<file path="src/ghf_pkg.sv">
// Shared constants, codes and types of the 3x3 height grid hole filler.
package ghf_pkg;

    localparam int MAX_COLS_DEF    = 1024;
    localparam int HEIGHT_BITS_DEF = 24;

    // Frame geometry registers.
    localparam int COLS_CFG_W = 11;
    localparam int ROWS_W     = 13;
    localparam int ROW_W      = 12;
    localparam int ROW_CAP    = 4096;

    // Configuration port.
    localparam int CFG_W     = 13;
    localparam int CFG_IDX_W = 1;
    localparam logic [CFG_IDX_W-1:0] CFG_COLS = 1'b0;
    localparam logic [CFG_IDX_W-1:0] CFG_ROWS = 1'b1;

    // Neighbour slots of the 3x3 window, centre excluded.
    localparam int NB_COUNT = 8;
    localparam int NB_UL = 0;
    localparam int NB_UP = 1;
    localparam int NB_UR = 2;
    localparam int NB_LF = 3;
    localparam int NB_RT = 4;
    localparam int NB_DL = 5;
    localparam int NB_DN = 6;
    localparam int NB_DR = 7;

    // Opposite pairs in priority order: vertical, main diagonal,
    // anti-diagonal, horizontal.
    localparam int PAIR_COUNT = 4;
    localparam int PAIR_A [PAIR_COUNT] = '{NB_DN, NB_DR, NB_DL, NB_RT};
    localparam int PAIR_B [PAIR_COUNT] = '{NB_UP, NB_UL, NB_UR, NB_LF};

    // Neighbour count width and quotient digits resolved per divider cycle.
    localparam int CNT_BITS   = 4;
    localparam int DIV_DIGITS = 8;

    // Control of one accepted word, captured at acceptance.
    typedef struct packed {
        logic is_job;   // word produces a result
        logic is_cell;  // word carries a grid cell to store
        logic has_up;
        logic has_low;
        logic has_lr;
        logic has_l;
        logic has_r;
        logic ctr_raw;  // centre comes from the measured line
        logic last;
    } job_ctl_t;

endpackage

</file>
<file path="src/ghf_fill.sv">
// Two-stage pair search and neighbour summation for one missing cell.
module ghf_fill #(
    parameter int H = ghf_pkg::HEIGHT_BITS_DEF
) (
    input  logic                                 clk,
    input  logic signed [H-1:0]                  nb_h [ghf_pkg::NB_COUNT],
    input  logic        [ghf_pkg::NB_COUNT-1:0]  nb_v,
    output logic                                 found,
    output logic signed [H-1:0]                  mean_h,
    output logic signed [H+2:0]                  nb_sum,
    output logic        [ghf_pkg::CNT_BITS-1:0]  nb_cnt
);

    logic        [ghf_pkg::PAIR_COUNT-1:0] both_next, both_reg;
    logic        [H:0]   diff_next [ghf_pkg::PAIR_COUNT];
    logic        [H:0]   diff_reg  [ghf_pkg::PAIR_COUNT];
    logic signed [H:0]   psum_next [ghf_pkg::PAIR_COUNT];
    logic signed [H:0]   psum_reg  [ghf_pkg::PAIR_COUNT];
    logic signed [H+1:0] term      [ghf_pkg::NB_COUNT];
    logic signed [H+1:0] half_a_next, half_a_reg, half_b_next, half_b_reg;
    logic [ghf_pkg::CNT_BITS-1:0] cnt_next, cnt_reg;

    logic                found_next;
    logic        [H:0]   best;
    logic signed [H:0]   sel_sum;
    logic signed [H:0]   rnd;
    logic signed [H:0]   halved;
    logic signed [H+2:0] sum_next;

    // First stage: pair differences and sums, masked partial sums.
    always_comb
    begin
        logic signed [H:0] a;
        logic signed [H:0] b;
        logic signed [H:0] d;
        for (int k = 0; k < ghf_pkg::PAIR_COUNT; k++)
        begin
            a = {nb_h[ghf_pkg::PAIR_A[k]][H-1], nb_h[ghf_pkg::PAIR_A[k]]};
            b = {nb_h[ghf_pkg::PAIR_B[k]][H-1], nb_h[ghf_pkg::PAIR_B[k]]};
            d = a - b;
            both_next[k] = nb_v[ghf_pkg::PAIR_A[k]] & nb_v[ghf_pkg::PAIR_B[k]];
            diff_next[k] = d[H] ? -d : d;
            psum_next[k] = a + b;
        end
        for (int i = 0; i < ghf_pkg::NB_COUNT; i++)
        begin
            term[i] = '0;
            if (nb_v[i])
            begin
                term[i] = {{2{nb_h[i][H-1]}}, nb_h[i]};
            end
        end
        half_a_next = term[0] + term[1] + term[2] + term[3];
        half_b_next = term[4] + term[5] + term[6] + term[7];
        cnt_next    = ghf_pkg::CNT_BITS'($countones(nb_v));
    end

    always_ff @(posedge clk)
    begin
        both_reg   <= both_next;
        diff_reg   <= diff_next;
        psum_reg   <= psum_next;
        half_a_reg <= half_a_next;
        half_b_reg <= half_b_next;
        cnt_reg    <= cnt_next;
    end

    // Second stage: strictly smaller difference wins, so earlier pairs win ties.
    always_comb
    begin
        found_next = 1'b0;
        best       = '0;
        sel_sum    = '0;
        for (int k = 0; k < ghf_pkg::PAIR_COUNT; k++)
        begin
            if (both_reg[k] && (!found_next || diff_reg[k] < best))
            begin
                found_next = 1'b1;
                best       = diff_reg[k];
                sel_sum    = psum_reg[k];
            end
        end
        rnd      = sel_sum + $signed({{H{1'b0}}, sel_sum[H]});
        halved   = rnd >>> 1;
        sum_next = {half_a_reg[H+1], half_a_reg} + {half_b_reg[H+1], half_b_reg};
    end

    always_ff @(posedge clk)
    begin
        found  <= found_next;
        mean_h <= halved[H-1:0];
        nb_sum <= sum_next;
        nb_cnt <= cnt_reg;
    end

endmodule

</file>
<file path="config.mk">
export PLATFORM = sky130hd
export DESIGN_NAME = ghf_fill
export DESIGN_NICKNAME = d
export VERILOG_FILES = /design/src/ghf_pkg.sv /design/src/ghf_fill.sv
export SDC_FILE = /design/constraint.sdc
export NUM_CORES = 1
export LEC_CHECK = 0
export BUFFER_PORTS_ARGS = -buffer_cell sky130_fd_sc_hd__buf_4
export CORE_UTILIZATION = 36
export CTS_BUF_LIST = sky130_fd_sc_hd__clkbuf_4 sky130_fd_sc_hd__clkbuf_8
export CTS_CLUSTER_DIAMETER = 80
export DETAILED_ROUTE_END_ITERATION = 6
export MAX_ROUTING_LAYER = met4
export PLACE_DENSITY = 0.52
export SETUP_SLACK_MARGIN = 0.1
export SLEW_MARGIN = 20
export SYNTH_ARGS = -nofsm -noshare
export SYNTH_HDL_FRONTEND = slang
export SYNTH_SLANG_ARGS = --single-unit
</file>
<file path="constraint.sdc">
create_clock -name clk -period 12.14 [get_ports clk]
set_input_delay 0.607 -clock clk [delete_from_list [all_inputs] [get_ports clk]]
set_output_delay 0.607 -clock clk [all_outputs]
set_load 0.02 [all_outputs]
</file>
==> flow_summary.yaml <==
critical_path:
  cpMaxStageDelayCell: "nor2_4"
  r2r_end: "mean_h[23]$_DFF_P_"
  start_kind: "register"
  crit_top_cell: "ha_1"
  r2r_slack_ns: 1.59
  endpoint_kind: "register"
  r2r_cells: 39
  worstPathArrival_ns: 11.20
  r2r_start: "both_reg[0]$_DFF_P_"
  slowest_delay_ns: 0.82
  cp_data_required_time_ns: 12.79
  worstPathMaxFanout: 49
  path_class: "register to register"
clock_network:
  cts_hold_buf: 0
  cts_tree: "yes"
  post_cts_buffers: 0
  cts_buffer_depth: 3
  root_buffer: "clkbuf_8"
  ctsResizeCount: 0
  clock_sinks: 312
  clk_pin_slew_ns: 0.07
  clock_latency_ns: 0.71
  h-tree-depth: 2
  cts_made_buffers: 61
detailed_routing:
  vias_per_cell: 5.36
  drt-initial-drc-count: 2295
  final_antenna_net_count: 0
  via_count: 25400
  wirelength_mm: 113
  dr.pass1.iters: 6
  wl_per_cell_um: 23.7
  drc: 0
hold_path:
  whs_endpoint: "half_a_reg[0]$_DFF_P_"
  hold_path_class: "input pin to register"
  holdCritStartpoint: "nb_h[168]"
  holdPathStages: 3
sta:
  finalCriticalPeriod_ns: 10.55
  skew_ns: 0.0247
  holdWs_ns: 0.255
  max_freq_mhz: 94.8
  grt_setup_unrepaired: "no"
  slew_viol_final: 0
  worstMarginPinSlew_ns: 1.06
  worst_slack_ns: 1.59
  final_hold_viol_count: 0
  setup_viol: 0
  finalSetupTns_ns: 0
  finalCritPeriodShare_pct: 86.9
  max_slew_margin_pct: 28.6
layout:
  stdcell_count: 4750
  final_nets: 4325
  largest_register_ffs: 100
  post-route-util_pct: 42.5
  areaGrowthSynthToFinish_pct: 16.0
  drive_gt1_share_pct: 12.0
  fin_area_um2: 32600
floorplanning:
  core_um2: 76600
  fp.dieW_um: 281
  initial_core_util_pct: 36.6
  io_pins: 257
  fp.dieH_um: 281
  num_rows: 101
  die_area_um2: 79000
grt:
  grt_usage_pct: 29.1
  grt_start_max_net_pins: 50
  overflow: 0
  grt_pass1_vias: 24400
  grt_pass1_wl_mm: 162
  antenna_found_initial: 7
synth:
  synth.distinct_cells: 93
  synth-seq-cells: 312
  synth-main-ff-cell: "dfxtp_1"
  avgSynthCellArea_um2: 8.17
  synth_edf_count: 0
  synth_seq_area_share_pct: 22.3
  synthArstFlopShare_pct: 0
  syn_inst: 3434
  yosys_warnings: 0
  syn_nets: 4094
  synth_area_um2: 28100
flow_run:
  drv_cap: 0
place:
  place_area_um2: 31000
  hpwl_mm: 95.9
  place_inst: 4632
  post-place-ws_ns: 1.73
  io_buffers: 256
  place_congestion: 1.00
pwr:
  p_per_area_nw_per_um2: 182
  power_mw: 5.92
  p_leak_nw: 15.0
  ir_drop_mv: 0.157
outcome:
  status: "complete, no violations"
[how the worst max path moves through the flow]
stage	startpoint	to	cells past startpoint
5_1_grt	both_reg[0]$_DFF_P_	mean_h[23]$_DFF_P_	38
3_3_place_gp	both_reg[0]$_DFF_P_	mean_h[23]$_DFF_P_	38
6_report	both_reg[0]$_DFF_P_	mean_h[23]$_DFF_P_	39
4_1_cts	both_reg[0]$_DFF_P_	mean_h[23]$_DFF_P_	39
2_1_floorplan	both_reg[0]$_DFF_P_	mean_h[23]$_DFF_P_	49
3_5_place_dp	both_reg[0]$_DFF_P_	mean_h[23]$_DFF_P_	39
[per-layer routing]
layer / vias up / global-route usage, % / part of all wire [%]
met4: 0 / 14.9 / 5.6
li1: 12300 / - / -
met5: - / - / 0
met3: 173 / 2.90 / 6.0
met2: 873 / 43.3 / 43
met1: 12100 / 39.0 / 45
[cell families after synthesis]
group / Yosys count / share of synthesized area, %
buffers and inverters: 435 / 5.90
xor gates and xnor gates: 338 / 10.6
and+or+nand+nor: 1088 / 18.5
AOI/OAI and AO/OA: 769 / 18.1
muxes: 33 / 1.22
adders and majority gates: 459 / 23.4
DFF: 312 / 22.3
[cell type report]
type / instances / area, um^2
fillers: 7978 / 44000
multi-input cells: 2687 / 20200
flip-flops and latches: 312 / 6250
repair buffers: 269 / 2020
well taps: 1030 / 1290
inverters: 334 / 1250
clock buffers: 83 / 1090
clock inverters: 32 / 464
diodes: 3 / 7.51
[cells in the final DEF (no fill, tap or decap), types with 10 or more instances in the layout]
master	synthesis	final
nand2_1	335	335
nor4_1	15	14
o31ai_1	22	22
nor2_1	261	258
o21ai_0	148	148
fa_1	111	111
bufinv_16	0	10
buf_4	2	269
mux2_2	10	10
clkbuf_8	0	75
or2_2	11	11
nand4_1	24	24
and2_1	75	75
nand3_1	80	80
clkinv_2	0	12
nand3b_1	12	12
a211oi_1	34	34
nor2b_1	35	35
mux2i_1	23	23
or3_1	31	31
a21oi_1	225	225
o21a_1	36	36
a31oi_1	31	31
ha_1	348	348
o21bai_1	40	40
nand2b_1	35	35
a21o_1	47	47
xor2_1	83	83
o211ai_1	24	24
inv_1	334	334
and3_1	33	33
dfxtp_1	312	312
nor3_1	110	110
xnor2_1	255	255
o41ai_1	11	11
[synth_stat cells, drive strengths merged (33+ instances only)]
| cell | instances | area (um^2) |
|---|---|---|
| ha | 348 | 4350 |
| nand2 | 335 | 1260 |
| inv | 334 | 1250 |
| dfxtp | 312 | 6250 |
| nor2 | 261 | 980 |
| xnor2 | 255 | 2230 |
| a21oi | 227 | 1150 |
| o21ai | 153 | 766 |
| fa | 111 | 2220 |
| nor3 | 110 | 551 |
| xor2 | 83 | 727 |
| nand3 | 80 | 400 |
| clkbuf | 78 | 293 |
| and2 | 75 | 469 |
| a21o | 47 | 353 |
| o21bai | 42 | 330 |
| a211oi | 37 | 300 |
| o21a | 37 | 279 |
| nand2b | 35 | 219 |
| nor2b | 35 | 219 |
| and3 | 33 | 206 |
| or3 | 33 | 216 |
[critical path: cells and delay by family, from the launching register on]
family                   cells  cell delay (ns)
AND/OR/NAND/NOR             13             3.26
buffers and inverters        3             1.12
multiplexers                 1             0.30
flip-flops                   1             0.68
XOR/XNOR                     1             0.14
AO/OA/AOI/OAI               17             3.63
adder cells (fa/ha/maj)      4             1.31
[where the power goes]
part / switching [mW] / total [mW] / leakage, nW / internal, mW
Combinational: 1.71 / 2.91 / 11.6 / 1.20
Sequential: 0.255 / 1.67 / 2.63 / 1.41
Clock: 0.537 / 1.34 / 0.794 / 0.807
Total: 2.50 / 5.92 / 15.0 / 3.42
No activity file was read; power rests on OpenSTA's default activity.
