File: config.mk
export PLATFORM = sky130hd
export DESIGN_NAME = ghf_div
export DESIGN_NICKNAME = d
export VERILOG_FILES = /design/src/ghf_pkg.sv /design/src/ghf_div.sv
export SDC_FILE = /design/constraint.sdc
export NUM_CORES = 1
export LEC_CHECK = 0
export BUFFER_PORTS_ARGS = -buffer_cell sky130_fd_sc_hd__buf_2
export CORE_ASPECT_RATIO = 0.7
export CORE_MARGIN = 2
export CORE_UTILIZATION = 41
export DETAILED_ROUTE_END_ITERATION = 12
export PLACE_DENSITY_LB_ADDON = 0.15
export SYNTH_ARGS = -nofsm -noshare
export SYNTH_HDL_FRONTEND = slang
export SYNTH_SLANG_ARGS = --single-unit
export TNS_END_PERCENT = 30
File: constraint.sdc
create_clock -name clk -period 17.45 [get_ports clk]
set_input_delay 0.8725 -clock clk [delete_from_list [all_inputs] [get_ports clk]]
set_output_delay 0.8725 -clock clk [all_outputs]
set_load 0.05 [all_outputs]
File: src/ghf_pkg.sv
// Shared constants, codes and types of the 3x3 height grid hole filler.
package ghf_pkg;

    localparam int MAX_COLS_DEF    = 1024;
    localparam int HEIGHT_BITS_DEF = 24;

    // Frame geometry registers.
    localparam int COLS_CFG_W = 11;
    localparam int ROWS_W     = 13;
    localparam int ROW_W      = 12;
    localparam int ROW_CAP    = 4096;

    // Configuration port.
    localparam int CFG_W     = 13;
    localparam int CFG_IDX_W = 1;
    localparam logic [CFG_IDX_W-1:0] CFG_COLS = 1'b0;
    localparam logic [CFG_IDX_W-1:0] CFG_ROWS = 1'b1;

    // Neighbour slots of the 3x3 window, centre excluded.
    localparam int NB_COUNT = 8;
    localparam int NB_UL = 0;
    localparam int NB_UP = 1;
    localparam int NB_UR = 2;
    localparam int NB_LF = 3;
    localparam int NB_RT = 4;
    localparam int NB_DL = 5;
    localparam int NB_DN = 6;
    localparam int NB_DR = 7;

    // Opposite pairs in priority order: vertical, main diagonal,
    // anti-diagonal, horizontal.
    localparam int PAIR_COUNT = 4;
    localparam int PAIR_A [PAIR_COUNT] = '{NB_DN, NB_DR, NB_DL, NB_RT};
    localparam int PAIR_B [PAIR_COUNT] = '{NB_UP, NB_UL, NB_UR, NB_LF};

    // Neighbour count width and quotient digits resolved per divider cycle.
    localparam int CNT_BITS   = 4;
    localparam int DIV_DIGITS = 8;

    // Control of one accepted word, captured at acceptance.
    typedef struct packed {
        logic is_job;   // word produces a result
        logic is_cell;  // word carries a grid cell to store
        logic has_up;
        logic has_low;
        logic has_lr;
        logic has_l;
        logic has_r;
        logic ctr_raw;  // centre comes from the measured line
        logic last;
    } job_ctl_t;

endpackage

File: src/ghf_div.sv
// Signed divider by a small count, several quotient digits per cycle, truncating.
module ghf_div #(
    parameter int W = ghf_pkg::HEIGHT_BITS_DEF + 3
) (
    input  logic                                clk,
    input  logic                                rst_n,
    input  logic                                start,
    input  logic signed [W-1:0]                 dividend,
    input  logic        [ghf_pkg::CNT_BITS-1:0] divisor,
    output logic                                done,
    output logic signed [W-1:0]                 quotient
);

    localparam int DIG = ghf_pkg::DIV_DIGITS;
    localparam int NC  = (W + DIG - 1) / DIG;
    localparam int PW  = NC * DIG;
    localparam int SW  = $clog2(NC + 1);
    localparam int CB  = ghf_pkg::CNT_BITS;

    logic          busy_reg, done_reg;
    logic [SW-1:0] step_reg;
    logic [PW-1:0] m_reg, m_next;
    logic [PW-1:0] q_reg, q_next;
    logic [CB-1:0] r_reg, r_next;
    logic [CB-1:0] d_reg;
    logic          neg_reg;
    logic [W-1:0]  du;
    logic [W-1:0]  mag;
    logic [PW-1:0] q_signed;

    assign du  = dividend;
    assign mag = du[W-1] ? (~du + W'(1)) : du;

    // One restoring step per quotient digit; the remainder stays below the divisor.
    always_comb
    begin
        m_next = m_reg;
        q_next = q_reg;
        r_next = r_reg;
        for (int i = 0; i < DIG; i++)
        begin
            r_next = {r_next[CB-2:0], m_next[PW-1]};
            m_next = m_next << 1;
            if (r_next >= d_reg)
            begin
                r_next = r_next - d_reg;
                q_next = {q_next[PW-2:0], 1'b1};
            end
            else
            begin
                q_next = {q_next[PW-2:0], 1'b0};
            end
        end
    end

    always_ff @(posedge clk or negedge rst_n)
    begin
        if (!rst_n)
        begin
            busy_reg <= 1'b0;
            done_reg <= 1'b0;
            step_reg <= '0;
        end
        else
        begin
            done_reg <= 1'b0;
            if (start)
            begin
                busy_reg <= 1'b1;
                step_reg <= SW'(NC);
            end
            else if (busy_reg)
            begin
                step_reg <= step_reg - SW'(1);
                if (step_reg == SW'(1))
                begin
                    busy_reg <= 1'b0;
                    done_reg <= 1'b1;
                end
            end
        end
    end

    always_ff @(posedge clk)
    begin
        if (start)
        begin
            m_reg   <= PW'(mag);
            q_reg   <= '0;
            r_reg   <= '0;
            d_reg   <= divisor;
            neg_reg <= du[W-1];
        end
        else if (busy_reg)
        begin
            m_reg <= m_next;
            q_reg <= q_next;
            r_reg <= r_next;
        end
    end

    assign q_signed = neg_reg ? (~q_reg + PW'(1)) : q_reg;
    assign quotient = q_signed[W-1:0];
    assign done     = done_reg;

endmodule

==> impl_metrics.ini, run 1 <==
[yosys]
syn_inst = 527
synth_mux_area_frac = 0.0757
yosys.area_share.xor_xnor = 0.102
synth_compound_area_frac = 0.161
synth_ff_type = dfxtp_1
synth.distinct_cells = 52
synth_seq_cells = 72
syn_area_um2 = 4990
synth_nets = 605
synthSimpleGateAreaFrac = 0.142
synth_top_family_by_area = compound AO/OA/AOI/OAI gates
syn_area_per_cell_um2 = 9.48
async_reset_ff_frac = 0.0694
yosysSeqAreaShare = 0.358
ys_warn_count = 0
synth-edff-count = 32
synth_fa_ha_area_frac = 0.122

[timing]
finalHoldViolations = 0
slew_viol_final = 0
rsz0062_at_grt = false
fmax_mhz = 97.4
maxSlewHeadroom = 0.401
fin_crit_ns = 10.27
finalSetupViolCount = 0
tightest_slew_ns = 0.899
fin_crit_sh = 0.589
finalSetupTns_ns = 0
skew_ns = 0.00543

[clocking]
post_cts_buffers = 0
cts_sinks = 72
cts_root_buffer = clkbuf_16
cts_buffers = 9
cts_tree = yes
cts_resized = 0
clkLatencyLatePin_ns = 0.33
cts_hold_buf = 0
path_clk_slew_ns = 0.06
clk_path_buf_depth = 2
h-tree-depth = 3

[floorplan]
initial_core_util = 0.423
rows = 33
core_region_area_um2 = 11800
die_area_um2 = 13100
die_w_um = 136
die_y_um = 96.3
io_pins = 62

[final_layout]
nNetsFinal = 655
num-fill-cells = 1131
final_common_cell = nor2_1
areaGrowthSynthToFinish_pct = 14.6
num_antenna_cells = 0
drive_above_1_share = 0.165
largest_reg_flops = 32
fin_util = 0.485
final_cell_mix = 64 x nor2_1, 61 x buf_2, 36 x xnor2_1, 36 x ha_1, 35 x dfxtp_1

[routing]
drt_iter0_markers = 166
viasPerCell = 5.27
drtPass1Iterations = 4
ant_nets = 0
drc = 0
wl_per_cell_um = 14.6
totalWireLength_um = 10800
vias = 3893

[critical_path]
cpPeakStageDelay_ns = 0.66
critPathLaunchType = flip-flop
critPathKind = flip-flop to flip-flop
worst_setup_path_end_kind = flip-flop
crit_arrival_ns = 10.51
critPathTopFamily = compound AO/OA/AOI/OAI gates
crit_fanout = 10
required_ns = 17.69
cp_slowest_cell = edfxtp_1
cp.buffers_inverters = 4

[place]
dp.final_hpwl_um = 7870
port_buffers = 61
gp_congestion = 0.839

[hold_path]
min_path_type = input port to asynchronous set/reset pin

[grt]
grt_pass1_wl_um = 17900
grt_overflow = 0
grt_usage = 0.175
grt_pass1_vias = 3685
grt_max_degree = 93
antenna_found_initial = 0

[outcome]
outcome = complete, no violations

[flow_run]
cap_violations = 0
per-stage QoR:
stage	setup WS [ns]	cell area (µm²)	instances	hold WS (ns)
final	7.18	5730	739	0.348
after global routing	6.19	5730	739	0.343
after floorplan	8.33	4990	527	0.456
after global placement	7.49	5420	723	0.467
after detailed placement	7.17	5420	723	0.477
after CTS	7.15	5730	739	0.337
worst reg2reg max path, delay by kind of cell (launching register included):
family,cells,cell delay [ns]
compound gates,19,4.15
fa+ha+maj,8,3.12
buf+inv,4,0.68
flops,1,0.66
mux,4,1.40
simple gates,2,0.22
kinds of logic after synthesis:
group | after synthesis
simple gates | 143
compound gates | 121
flops | 72
xor+xnor | 58
buf+inv | 52
fa+ha+maj | 44
mux | 37
final timing paths:
kind,startpoint,to,cells after the start,slack [ns]
max reg2reg,d_reg[1],r_reg[0],37,7.18
max,d_reg[1],r_reg[0],37,7.18
min in group clk,m_reg[21],m_reg[29],2,0.49
min reg2reg,m_reg[21],m_reg[29],2,0.49
min,rst_n,step_reg[1],1,0.35
max in group asynchronous,rst_n,busy_reg,1,16.96
layout make-up:
cell class                 count  area [µm²]  share of cell area
multi-input combinational    403        3010               0.526
sequential                    72        1790               0.312
timing repair buffer          63         320              0.0559
clock buffer                  15         299              0.0522
tap                          157         196              0.0343
inverter                      28         105              0.0184
clock inverter                 1        7.51             0.00131
Yosys cell counts, types with 2 or more instances:
| master | count | area share |
|---|---|---|
| o21bai_1 | 2 | 0.0030 |
| a21oi_1 | 28 | 0.028 |
| fa_1 | 8 | 0.032 |
| buf_1 | 2 | 0.0015 |
| a21o_1 | 6 | 0.0090 |
| a21boi_0 | 10 | 0.015 |
| nor3b_1 | 4 | 0.0060 |
| mux2_2 | 6 | 0.014 |
| clkbuf_1 | 21 | 0.016 |
| xnor2_1 | 36 | 0.063 |
| ha_1 | 36 | 0.090 |
| nor2b_1 | 9 | 0.011 |
| nor4_2 | 2 | 0.0050 |
| nand3_1 | 2 | 0.0020 |
| dfrtp_1 | 5 | 0.025 |
| inv_1 | 28 | 0.021 |
| xor2_1 | 22 | 0.039 |
| nand2b_1 | 4 | 0.0050 |
| o31ai_1 | 17 | 0.026 |
| or4_1 | 3 | 0.0045 |
| o21a_1 | 6 | 0.0090 |
| mux2i_1 | 31 | 0.062 |
| or2_2 | 2 | 0.0025 |
| o21ai_0 | 26 | 0.026 |
| o211ai_1 | 4 | 0.0060 |
| or3_1 | 2 | 0.0025 |
| dfxtp_1 | 35 | 0.14 |
| nor2_1 | 64 | 0.048 |
| nand2_1 | 28 | 0.021 |
| edfxtp_1 | 32 | 0.19 |
| o41ai_1 | 6 | 0.011 |
| nor4_1 | 7 | 0.0088 |
| and2_1 | 5 | 0.0063 |
| nand4_1 | 2 | 0.0025 |
| a211oi_1 | 9 | 0.014 |
routing by layer:
metal	up-vias	GRT usage	part of all wire
li1	1963	-	-
met1	1836	0.230	0.50
met2	82	0.287	0.44
met3	12	0.0400	0.046
met4	0	0.0582	0.013
met5	-	0	0
Power of run 1 is not shown: default switching activity piles up to over one toggle a cycle in this logic, so the estimate is an artifact.
==> run 2, diff against run 1 <==
Clock period 17.45 ns to 9.6 ns, I/O delays scaled along.
==> run 2 against run 1 <==
  * Flip-flop and latch count stayed put
  * Fmax rose by 11%
  * First-iteration DRC count increased by 36%
  * Largest cell class unchanged
==> impl_metrics.ini, run 2 (synthesis results as in run 1) <==
[final_layout]
final_common_cell = nor2_1
drive_above_1_share = 0.200
nNetsFinal = 668
seq_area_um2 = 1790
num-fill-cells = 1153
largest_reg_flops = 32
areaGrowthSynthToFinish_pct = 16.9
design_area_um2 = 5840
fin_util = 0.494
multiInputGateArea_um2 = 3070
num_antenna_cells = 0
final_cell_mix = 64 x nor2_1, 61 x buf_2, 36 x xnor2_1, 36 x ha_1, 35 x dfxtp_1

[timing]
finalSetupTns_ns = 0
finalHoldViolations = 0
tightest_slew_ns = 0.927
skew_ns = 0.00703
fin_crit_ns = 9.29
fin_crit_sh = 0.968
fmax_mhz = 108
maxSlewHeadroom = 0.382
finalSetupViolCount = 0
slew_viol_final = 0

[clocking]
h-tree-depth = 3
cts_buffers = 9
cts_sinks = 72
clk_path_buf_depth = 2
cts_tree = yes
clkLatencyLatePin_ns = 0.33
path_clk_slew_ns = 0.06
cts_root_buffer = clkbuf_16

[critical_path]
endpoint = r_reg[0]
critPathKind = flip-flop to flip-flop
crit_arrival_ns = 9.52
cp_slowest_cell = fa_1
worst_setup_path_end_kind = flip-flop
ff2ff_setup_slack_ns = 0.31
critPathLaunchType = flip-flop
required_ns = 9.83
crit_fanout = 6
r2r_end = r_reg[0]
r2r_start = m_reg[31]
setup.worst_path.start = m_reg[31]
cpPeakStageDelay_ns = 0.47
reg2regPathDepth = 40

[routing]
drc = 0
ant_nets = 0
wl_per_cell_um = 15.2
viasPerCell = 5.29
vias = 3980
drt_iter0_markers = 225
drtPass1Iterations = 4
totalWireLength_um = 11500

[grt]
grt_usage = 0.182
grt_overflow = 0
grt_pass1_wl_um = 18600
antenna_found_initial = 0
grt_pass1_vias = 3766
grt_max_degree = 93

[floorplan]
die_area_um2 = 13100
rows = 33
core_region_area_um2 = 11800
io_pins = 62
die_w_um = 136
die_y_um = 96.3
initial_core_util = 0.423

[hold_path]
min_path_type = input port to flip-flop

[place]
dp.final_hpwl_um = 8210
gp_congestion = 0.850
port_buffers = 61
place_area_um2 = 5470

[flow_run]
cap_violations = 0

[outcome]
outcome = complete, no violations
==> run 2: area by class of cell <==
cell class / instances / share of cell area
clock buffers: 12 / 0.0405
repair buffers: 76 / 0.0720
well taps: 157 / 0.0337
multi-input cells: 403 / 0.526
clock inverters: 4 / 0.00364
inverters: 28 / 0.0180
flip-flops and latches: 72 / 0.306
==> run 2: through the flow <==
| stage | setup slack, ns | hold slack, ns | instances |
|---|---|---|---|
| 3_5_place_dp | -0.0971 | 0.301 | 730 |
| 5_1_grt | -0.206 | 0.314 | 752 |
| 4_1_cts | 0.0497 | 0.307 | 747 |
| 2_1_floorplan | 0.482 | 0.184 | 527 |
| 6_report | 0.306 | 0.327 | 752 |
| 3_3_place_gp | 0.276 | 0.300 | 730 |
==> run 2: routing by layer <==
layer / up-vias / track usage / wire length, µm
met2: 97 / 0.290 / 5260
met4: 0 / 0.0573 / 82
met5: - / 0 / 0
li1: 2001 / - / -
met1: 1874 / 0.247 / 5520
met3: 8 / 0.0427 / 601
==> run 2: worst max-delay path, delay by kind of cell (launching register included) <==
kind / cells / cell delay [ns]
AOI/OAI and AO/OA: 19 / 3.70
and+or+nand+nor: 2 / 0.21
muxes: 4 / 1.25
DFF: 1 / 0.31
adders and majority gates: 9 / 3.13
buffers and inverters: 6 / 0.58
==> run 2: worst min path at each step <==
stage          slack, ns  depth (start not counted)     endpoint       start
2_1_floorplan       0.18                          0     busy_reg       rst_n
3_3_place_gp        0.30                          1  step_reg[0]       rst_n
3_5_place_dp        0.30                          1  step_reg[0]       rst_n
4_1_cts             0.31                          1     d_reg[3]  divisor[3]
5_1_grt             0.31                          1     d_reg[3]  divisor[3]
6_report            0.33                          1     d_reg[3]  divisor[3]
==> run 2: timing repair <==
action                                  CTS  global route
resized for setup                         4            17
gates cloned                              0             0
endpoints found under the setup margin    4             4
buffers inserted                          0             5
pin swaps                                 0             4
endpoints found under the hold margin     5             0
hold buffers                              1             0
Power of run 2 is left out for the same reason.
